File: src/rtl/tep_pkg.sv
// ----------------------------------------------------------------------------
// tep_pkg: shared types and constants of the timed event player
// Input and result codes, field widths and the sequencer state type.
// ----------------------------------------------------------------------------
package tep_pkg;

  localparam int MAX_EVENTS_DEF = 64;
  localparam int RESULT_CAP     = 64;
  localparam int CAP_W          = $clog2(RESULT_CAP + 1);

  localparam int FUNC_W = 3;
  localparam int STAT_W = 2;
  localparam int TIME_W = 24;
  localparam int VAL_W  = 32;

  typedef enum logic [FUNC_W-1:0] {
    FN_INSERT = 3'd0,
    FN_PLAY   = 3'd1,
    FN_TICK   = 3'd2,
    FN_STOP   = 3'd3,
    FN_CLEAR  = 3'd4
  } func_t;

  typedef enum logic [STAT_W-1:0] {
    ST_EMIT    = 2'd0,
    ST_NO_PLAY = 2'd1,
    ST_NO_STOP = 2'd2,
    ST_FULL    = 2'd3
  } status_t;

  typedef enum logic [1:0] {
    S_IDLE,
    S_SCAN,
    S_DRAIN
  } state_t;

endpackage

File: src/rtl/tep_store.sv
// ----------------------------------------------------------------------------
// tep_store: event store
// One write port and one registered read port over onset and value pairs.
// ----------------------------------------------------------------------------
module tep_store #(
  parameter int DEPTH = tep_pkg::MAX_EVENTS_DEF,
  parameter int AW    = (DEPTH > 1) ? $clog2(DEPTH) : 1
) (
  input  logic                      clk,
  input  logic                      we,
  input  logic [AW-1:0]             waddr,
  input  logic [tep_pkg::TIME_W-1:0] wonset,
  input  logic [tep_pkg::VAL_W-1:0]  wvalue,
  input  logic                      re,
  input  logic [AW-1:0]             raddr,
  output logic [tep_pkg::TIME_W-1:0] ronset,
  output logic [tep_pkg::VAL_W-1:0]  rvalue
);
  import tep_pkg::*;

  logic [TIME_W-1:0] onsets [DEPTH];
  logic [VAL_W-1:0]  values [DEPTH];

  always_ff @(posedge clk) begin
    if (we) begin
      onsets[waddr] <= wonset;
      values[waddr] <= wvalue;
    end
  end

  // read data holds while re is low, so a stalled scan keeps its entry
  always_ff @(posedge clk) begin
    if (re) begin
      ronset <= onsets[raddr];
      rvalue <= values[raddr];
    end
  end

endmodule

File: src/rtl/timed_event_player.sv
// ----------------------------------------------------------------------------
// timed_event_player: millisecond event sequencer
// Stores onset and value pairs in insertion order and emits the events whose
// onset matches the new play time on each play and tick, one compare per stored entry.
// ----------------------------------------------------------------------------
//  channel  | handshake           | payload
//  ---------+---------------------+------------------------------------------
//  input    | in_valid / in_ready | func onset value has_start start_time
//  result   | out_valid/out_ready | status event_value event_time
//           |                     | still_playing last
//
// insert, stop, clear and ignored codes give no result unless they fail; an error
// result is held and handed out from the drain state. play and tick scan the store:
// the single store read port and the onset compare behind it look at one stored entry
// per cycle, then the last compare and the hand-off of the held match follow.
// a held match behind an untaken output result pauses the scan until it is taken.
// reset clears all control state; store contents stay undefined, no sweep.
module timed_event_player #(
  parameter int MAX_EVENTS = tep_pkg::MAX_EVENTS_DEF
) (
  input  logic                       clk,
  input  logic                       rst,
  input  logic                       in_valid,
  output logic                       in_ready,
  input  logic [tep_pkg::FUNC_W-1:0] func,
  input  logic [tep_pkg::TIME_W-1:0] onset,
  input  logic [tep_pkg::VAL_W-1:0]  value,
  input  logic                       has_start,
  input  logic [tep_pkg::TIME_W-1:0] start_time,
  output logic                       out_valid,
  input  logic                       out_ready,
  output logic [tep_pkg::STAT_W-1:0] status,
  output logic [tep_pkg::VAL_W-1:0]  event_value,
  output logic [tep_pkg::TIME_W-1:0] event_time,
  output logic                       still_playing,
  output logic                       last
);
  import tep_pkg::*;

  localparam int AW = (MAX_EVENTS > 1) ? $clog2(MAX_EVENTS) : 1;
  localparam int CW = $clog2(MAX_EVENTS + 1);

  state_t state, state_next;

  logic [CW-1:0]     event_count;
  logic [TIME_W-1:0] latest_onset;
  logic [TIME_W-1:0] play_time;
  logic              running;
  logic              ever_started;
  logic              table_present;

  logic [CW-1:0]     idx;
  logic              rd_vld;
  logic [CAP_W-1:0]  match_cnt;

  logic              pend_valid;
  logic [STAT_W-1:0] pend_status;
  logic [VAL_W-1:0]  pend_value;
  logic [TIME_W-1:0] pend_time;

  logic [TIME_W-1:0] rd_onset;
  logic [VAL_W-1:0]  rd_value;

  logic              acc, full, do_scan, err, wr_en;
  logic [STAT_W-1:0] err_code;
  logic [TIME_W-1:0] tick_base, tick_time;
  logic              out_free, advance, issue, hit, move_mid, move_end;

  // ---- input decode ----
  always_comb begin
    acc       = in_valid && in_ready;
    full      = (event_count == CW'(MAX_EVENTS));
    tick_base = (func == FN_PLAY) ? (has_start ? start_time : '0) : play_time;
    tick_time = tick_base + TIME_W'(1);
    do_scan   = 1'b0;
    err       = 1'b0;
    err_code  = ST_FULL;
    wr_en     = 1'b0;
    unique case (func)
      FN_INSERT: begin
        wr_en = acc && !full;
        err   = acc && full;
      end
      FN_PLAY: begin
        do_scan  = acc && table_present;
        err      = acc && !table_present;
        err_code = ST_NO_PLAY;
      end
      FN_TICK: begin
        do_scan = acc && running;
      end
      FN_STOP: begin
        err      = acc && !ever_started;
        err_code = ST_NO_STOP;
      end
      default: begin
      end
    endcase
  end

  // ---- sequencer next state ----
  always_comb begin
    state_next = state;
    unique case (state)
      S_IDLE: begin
        if (do_scan) state_next = S_SCAN;
        else if (err) state_next = S_DRAIN;
      end
      S_SCAN: begin
        if (advance && !issue) state_next = S_DRAIN;
      end
      S_DRAIN: begin
        if (!pend_valid || out_free) state_next = S_IDLE;
      end
      default: state_next = S_IDLE;
    endcase
  end

  // ---- sequencer outputs ----
  always_comb begin
    in_ready = (state == S_IDLE);
    out_free = !out_valid || out_ready;
    advance  = !pend_valid || out_free;
    issue    = 1'b0;
    hit      = 1'b0;
    move_end = 1'b0;
    unique case (state)
      S_SCAN: begin
        issue = advance && (idx < event_count) && (match_cnt < CAP_W'(RESULT_CAP));
        hit   = advance && rd_vld && (rd_onset == play_time)
                && (match_cnt < CAP_W'(RESULT_CAP));
      end
      S_DRAIN: begin
        move_end = pend_valid && out_free;
      end
      default: begin
      end
    endcase
    // a new match pushes the held one out, which is then known not to be last
    move_mid = hit && pend_valid;
  end

  tep_store #(
    .DEPTH (MAX_EVENTS),
    .AW    (AW)
  ) u_store (
    .clk    (clk),
    .we     (wr_en),
    .waddr  (event_count[AW-1:0]),
    .wonset (onset),
    .wvalue (value),
    .re     (issue),
    .raddr  (idx[AW-1:0]),
    .ronset (rd_onset),
    .rvalue (rd_value)
  );

  always_ff @(posedge clk) begin
    if (rst) begin
      state <= S_IDLE;
    end else begin
      state <= state_next;
    end
  end

  // ---- player state ----
  always_ff @(posedge clk) begin
    if (rst) begin
      event_count   <= '0;
      latest_onset  <= '0;
      play_time     <= '0;
      running       <= 1'b0;
      ever_started  <= 1'b0;
      table_present <= 1'b0;
    end else if (acc) begin
      case (func)
        FN_INSERT: begin
          if (!full) begin
            event_count   <= event_count + CW'(1);
            table_present <= 1'b1;
            if (onset > latest_onset) latest_onset <= onset;
          end
        end
        FN_PLAY: begin
          if (!table_present) begin
            play_time <= '0;
          end else begin
            play_time    <= tick_time;
            ever_started <= 1'b1;
            running      <= (latest_onset > tick_time);
          end
        end
        FN_TICK: begin
          if (running) begin
            play_time <= tick_time;
            running   <= (latest_onset > tick_time);
          end
        end
        FN_STOP: begin
          if (ever_started) running <= 1'b0;
        end
        FN_CLEAR: begin
          running       <= 1'b0;
          event_count   <= '0;
          latest_onset  <= '0;
          table_present <= 1'b0;
        end
        default: begin
        end
      endcase
    end
  end

  // ---- scan counters ----
  always_ff @(posedge clk) begin
    if (rst) begin
      idx       <= '0;
      rd_vld    <= 1'b0;
      match_cnt <= '0;
    end else if (do_scan) begin
      idx       <= '0;
      rd_vld    <= 1'b0;
      match_cnt <= '0;
    end else if (state == S_SCAN && advance) begin
      rd_vld <= issue;
      if (issue) idx <= idx + CW'(1);
      if (hit) match_cnt <= match_cnt + CAP_W'(1);
    end
  end

  // ---- held result, one match behind the scan ----
  always_ff @(posedge clk) begin
    if (rst) begin
      pend_valid <= 1'b0;
    end else if (err || hit) begin
      pend_valid <= 1'b1;
    end else if (move_end) begin
      pend_valid <= 1'b0;
    end
  end

  always_ff @(posedge clk) begin
    if (err) begin
      pend_status <= err_code;
      pend_value  <= '0;
      pend_time   <= '0;
    end else if (hit) begin
      pend_status <= ST_EMIT;
      pend_value  <= rd_value;
      pend_time   <= play_time;
    end
  end

  // ---- output register ----
  always_ff @(posedge clk) begin
    if (rst) begin
      out_valid <= 1'b0;
    end else if (move_mid || move_end) begin
      out_valid <= 1'b1;
    end else if (out_ready) begin
      out_valid <= 1'b0;
    end
  end

  always_ff @(posedge clk) begin
    if (move_mid || move_end) begin
      status        <= pend_status;
      event_value   <= pend_value;
      event_time    <= pend_time;
      still_playing <= running;
      last          <= move_end;
    end
  end

  // ---- assertions ----
  a_idle_empty: assert property (@(posedge clk) disable iff (rst)
    in_ready |-> !pend_valid)
    else $error("held result left over while taking a new item");

  a_count_bound: assert property (@(posedge clk) disable iff (rst)
    event_count <= CW'(MAX_EVENTS))
    else $error("event count beyond store depth");

  a_error_last: assert property (@(posedge clk) disable iff (rst)
    $rose(out_valid) && (status != ST_EMIT) |-> last)
    else $error("error result not marked last");

  a_cap: assert property (@(posedge clk) disable iff (rst)
    match_cnt <= CAP_W'(RESULT_CAP))
    else $error("match count beyond result cap");

endmodule

File: config.mk
export PLATFORM = sky130hd
export DESIGN_NAME = timed_event_player
export DESIGN_NICKNAME = d
export VERILOG_FILES = /design/src/rtl/tep_pkg.sv /design/src/rtl/tep_store.sv /design/src/rtl/timed_event_player.sv
export SDC_FILE = /design/constraint.sdc
export NUM_CORES = 2
export LEC_CHECK = 0
export BUFFER_PORTS_ARGS = -buffer_cell sky130_fd_sc_hd__clkbuf_2
export CAP_MARGIN = 20
export CORE_MARGIN = 3
export CORE_UTILIZATION = 30
export DETAILED_ROUTE_END_ITERATION = 16
export PLACE_DENSITY_LB_ADDON = 0.05
export REMOVE_ABC_BUFFERS = 1
export SYNTH_ARGS = -nofsm -noshare
export SYNTH_HDL_FRONTEND = slang
export SYNTH_SLANG_ARGS = --single-unit
export TNS_END_PERCENT = 50
File: constraint.sdc
create_clock -name clk -period 17.8 [get_ports clk]
set_input_delay 1.78 -clock clk [delete_from_list [all_inputs] [get_ports clk]]
set_output_delay 1.78 -clock clk [all_outputs]
set_load 0.05 [all_outputs]
# Yosys cells after proc, flatten, opt, wreduce, memory -nomap -nowiden
# Memories as Yosys holds them, arrays and structs flattened. A register that Yosys moved wholly into a read port is not among the register bits.
# Index checks and enable logic that the tools add are counted.
# classes
n_addsub,4
n_lt_le_gt_ge,4
eq_ne,16
mux,36
n_reduce_logical,43
# ops
cell,count
two-way mux 24 bit,6
one-hot mux 24 bit (2 select lines),2
> comparator 24 bit,2
adder 24 x 1 -> 24 bit (second input constant),1
equality test 24 bit,1
adder 7 x 1 -> 7 bit (second input constant),3
logical AND 1 bit,16
two-way mux 1 bit,14
inequality test 2 bit (second input constant),7
one-hot mux 7 bit (2 select lines),1
two-way mux 2 bit,6
AND reduction 3 bit,4
nonzero test 2 bit,5
AND reduction 4 bit,2
equality test 7 bit (second input constant),1
< comparator 7 bit,1
< comparator 7 bit (second input constant),1
two-way mux 7 bit,1
equality test 3 x 2 -> 1 bit (second input constant),2
zero test 1 bit,6
one-hot mux 2 bit (3 select lines),1
logical OR 1 bit,4
one-hot mux 1 bit (2 select lines),2
one-hot mux 1 bit (4 select lines),1
other kinds (12),13
# totals
regBits,195
mem_bits_rw,3584
in_bits,88
out_inout_bits,62
word_cells,125
memories,2
# memory_table
name,words,word_bits,rd,rd_ports_with_merged_regs,wr,line_no,source
u_store.values,64,32,1,1,1,tep_store.sv:22,logic [VAL_W-1:0] values [DEPTH];
u_store.onsets,64,24,1,1,1,tep_store.sv:21,logic [TIME_W-1:0] onsets [DEPTH];

# Logic depth before layout (Yosys ltp)
# depth
word_depth,10
ltp_mapped,21
depth_no_buf,17

# Modules after synthesis
# A second synthesis with hierarchy kept.
# unflattened
hier_cells,6700
area_unflattened_um2,146260.3
# by_module_without_submodules
mod,instances,cells_each,area_per_inst_um2,seq_area_each_um2
tep_store,1,5783,136981.4,109304.8
timed_event_player,1,917,9278.9,4524.3

# Worst setup path before layout
# No wires, ideal clock.
# synth_timing
kind,input port to flip-flop
start,in func[2] in the netlist's numbering
end,mem u_store.onsets[15][0] (enable)
setup_time_ns,0.608
arrival_time_ns,7.775
required_time_ns,17.192
slack_ns,9.417
stages,4
path_buffers,1
path_cell_list,buf_2 nor2_1 nand3_1 nor4_1
# synth_between
elab_chain_len,4
# synth_lines
item,line_no,source
"start, declared",timed_event_player.sv:25,"input logic [tep_pkg::FUNC_W-1:0] func,"
zero test 3 bit,timed_event_player.sv:79,unique case (func)
two-way mux 1 bit,timed_event_player.sv:79,
two-way mux 1 bit,tep_store.sv:25,if (we) begin
two-way mux 1 bit (implied by the code),tep_store.sv:26,onsets[waddr] <= wonset;
"end, declared",tep_store.sv:21,
# No other way between the ends.

# Worst setup path after layout
# layout_timing
start,reg idx[1]
end,"reg u_store.rvalue[20] in the netlist's numbering (read register of u_store.values), data pin"
# layout_between
elab_chain_len,4
# layout_lines
item,line_no,source
"start, declared",timed_event_player.sv:52,logic [CW-1:0] idx;
"start signal, assigned",timed_event_player.sv:226,if (issue) idx <= idx + CW'(1);
< comparator 7 bit,timed_event_player.sv:129,issue = advance && (idx < event_count) && (match_cnt < CAP_W'(RESULT_CAP));
logical AND 1 bit (2 in a row),timed_event_player.sv:129,
two-way mux 1 bit,timed_event_player.sv:127,unique case (state)
"end, declared",tep_store.sv:17,output logic [tep_pkg::VAL_W-1:0] rvalue
# Several ways; a longest one is shown, not always the timed one.
# A chain may end at the register's enable or synchronous reset.

==> impl_metrics.toml <==
[synthesis]
ys_async_sr_fraction_pct = 0
synthCells = 6145
yosysWarnings = 0
ys.flop_type = "edfxtp_1"
seq_area_frac_synth_pct = 77.5
postSynthAreaPerCell_sq_um = 23.9
synth_top_area_cell = "edfxtp_1"
synth_edf_count = 3702
synth_area_leaders = "edfxtp_1, mux4_2, dfxtp_1, mux2i_1, nor2_1"
ys_ff_latch = 3835
synth_area_sq_mm = 0.147
synth_top_area_share_pct = 75.7
synth.distinct_cells = 68

[global_routing]
grt_pass1_wl_mm = 640
grt_overflow_total = 0
grt_max_degree = 121
antenna_found_initial = 46
grt_usage_pct = 18.6
grt_pass1_vias = 72000

[die]
core_area_sq_mm = 0.487
placementRows = 256
die_w_microns = 706
dieArea_sq_mm = 0.498
io_pins = 150
start_util_pct = 30.2
dieHeight_microns = 706

[pwr]
p_switching_uw = 3900
p_sw_share_pct = 20.7
p_comb_share_pct = 1.2
p_leak_uw = 0.0510
clock_power_share_pct = 46.4
power_frac_seq_pct = 52.4
p_int_uw = 15000
power_density_mw_per_mm2 = 110
ir_worst_vdd_mv = 0.0851

[timing]
setup_viol = 0
fin_crit_ps = 6120
worst_pin_slew_ps = 1210
timing.fmax_mhz = 163
finalHoldViolations = 0
max_slew_margin_pct = 19.3
skew_ps = 101
finalMaxSlewViolations = 0
period_share_pct = 34.4
grt_setup_unrepaired = "false"

[route]
final_antenna_net_count = 0
first_pass_iters = 5
num_vias = 68400
post_drt_via_cell_ratio = 5.05
wire_per_inst_microns = 34.6
drc = 0
drt-total-wl_mm = 469
dr.first_iter.drc_count = 6379

[place]
io_buffers = 149
dp_hpwl_mm = 266
gp_congestion = 0.748
dp.cells = 12700
placed_cell_area_sq_mm = 0.157

[clocking]
cts_tree = "yes"
clock-sinks = 3835
clock-root-buffer = "clkbuf_16"
clk_pin_slew_ps = 60
holdBufCountCts = 0
post_cts_resized = 0
clockBufferDepth = 4
clock_latency_ps = 1020
htreeDepth = 5
cts_buffers = 440
postCtsSetupRepairBufs = 0

[final_layout]
areaGrowthSynthToFinish_pct = 16.7
drive_gt1_share_pct = 32.6
seqCellArea_sq_mm = 0.114
fin_util_pct = 35.2
fin_cells = 13600
fillerInstances = 44800
nets = 6852
final_area_sq_mm = 0.171
multi_input_area_sq_mm = 0.0321

[worst_setup_path]
crit_required_ps = 18490
cp-start-kind = "flip-flop"
crit_type = "flip-flop to flip-flop"
arrival_ps = 6810
end_kind = "flip-flop"
path_max_fanout = 116

[run]
cap_violations = 0

[run_status]
status = "complete, no violations"

[worst_hold_path]
hp-class = "flip-flop to flip-flop"
## cells in the mapped netlist (all sizes together) (6+ instances only)
library cell	instances
a21oi	59
xor2	31
or3	7
nand3	33
o21ai	18
a2bb2oi	12
inv	46
mux4	1176
nand2b	29
and3	26
nor3	18
dfxtp	133
xnor2	26
buf	118
clkbuf	197
ha	55
nor2b	6
nor4	11
o21a	8
edfxtp	3702
nand2	56
nand4	27
a21o	15
nor2	199
mux2i	84
## cell usage in the layout, fill, tap and decap left out, drive strengths merged, types with 5 or more instances in the layout
cell type and count:
nor2b 6, edfxtp 3702, nand4 27, nand3 33, ha 55, nor3 18
clkinv 206, nor4 11, xnor2 26, bufinv 28, a2bb2oi 12, a22oi 5
nand2 56, or3 7, and2 5, o21ai 18, and3 26, mux2i 84
o21a 8, buf 290, a21oi 59, clkbuf 708, a21o 15, nor2 199
diode 14, mux4 1176, nand2b 29, inv 62, dfxtp 133, xor2 31
clkinvlp 13
## final timing paths
kind	start	to	slack, ps	cells past startpoint
setup / recovery	idx[1]	u_store.rvalue[20]	11680	7
hold / removal	pend_time[7]	event_time[7]	400	0
setup reg to reg	idx[1]	u_store.rvalue[20]	11680	7
hold reg to reg	pend_time[7]	event_time[7]	400	0
## power groups by stage
stage	clock network, uW	registers (uW)	logic (uW)
after global placement	0	10100	230
after CTS	9060	9890	241
after floorplan	0	10100	41.0
final	8760	9890	235
after detailed placement	0	10100	241
after global routing	9420	9890	261
## per-layer routing
layer  vias up  track usage, %  part of all wire, %
li1      27600               -                    -
met1     38400            26.6                   45
met2      1925            30.2                   48
met3       491            3.29                  5.5
met4         4            3.15                  1.7
met5         -               0               0.0072
## per-stage QoR
stage / total power [uW] / setup slack, ps / hold WS (ps) / TNS [ps]
floorplan: 10100 / -21080 / 400 / -2511500
global route: 19600 / 11450 / 417 / 0
finish: 18900 / 11680 / 404 / 0
CTS: 19200 / 11360 / 406 / 0
detailed placement: 10300 / 11480 / 416 / 0
global placement: 10300 / 11280 / 406 / 0
## logic make-up after synthesis
kind of cell / Yosys count / share of synthesized area [%]
DFF: 3835 / 77.5
muxes: 1261 / 18.6
and+or+nand+nor: 428 / 1.38
buffers and inverters: 362 / 1.02
AOI/OAI and AO/OA: 145 / 0.652
xor gates and xnor gates: 57 / 0.360
adders and majority gates: 57 / 0.483
## registers in the layout, indices dropped and copies added (netlist names), 7 cells and up
register / flops
event_count: 7
event_time: 24
event_value: 32
idx: 7
latest_onset: 24
match_cnt: 7
pend_time: 24
pend_value: 32
play_time: 24
u_store.onsets: 1536
u_store.ronset: 24
u_store.rvalue: 32
u_store.values: 2048
## critical path, cell delays in order, from the launching register on
cell	delay (ps)
dfxtp_4	900
buf_4	840
buf_4	760
buf_4	810
buf_12	610
mux4_2	430
mux4_2	560
mux4_2	480
## area by class of cell
class                           count  share of cell area, %
Multi-Input combinational cell   1948                   18.7
Sequential cell                  3835                   66.4
Antenna cell                       14                 0.0204
Clock buffer                      561                   6.85
Clock inverter                    262                   1.25
Timing Repair Buffer              437                   1.98
Inverter                           47                  0.109
Tap cell                         6450                   4.71
(Power assumes the default switching activity.)
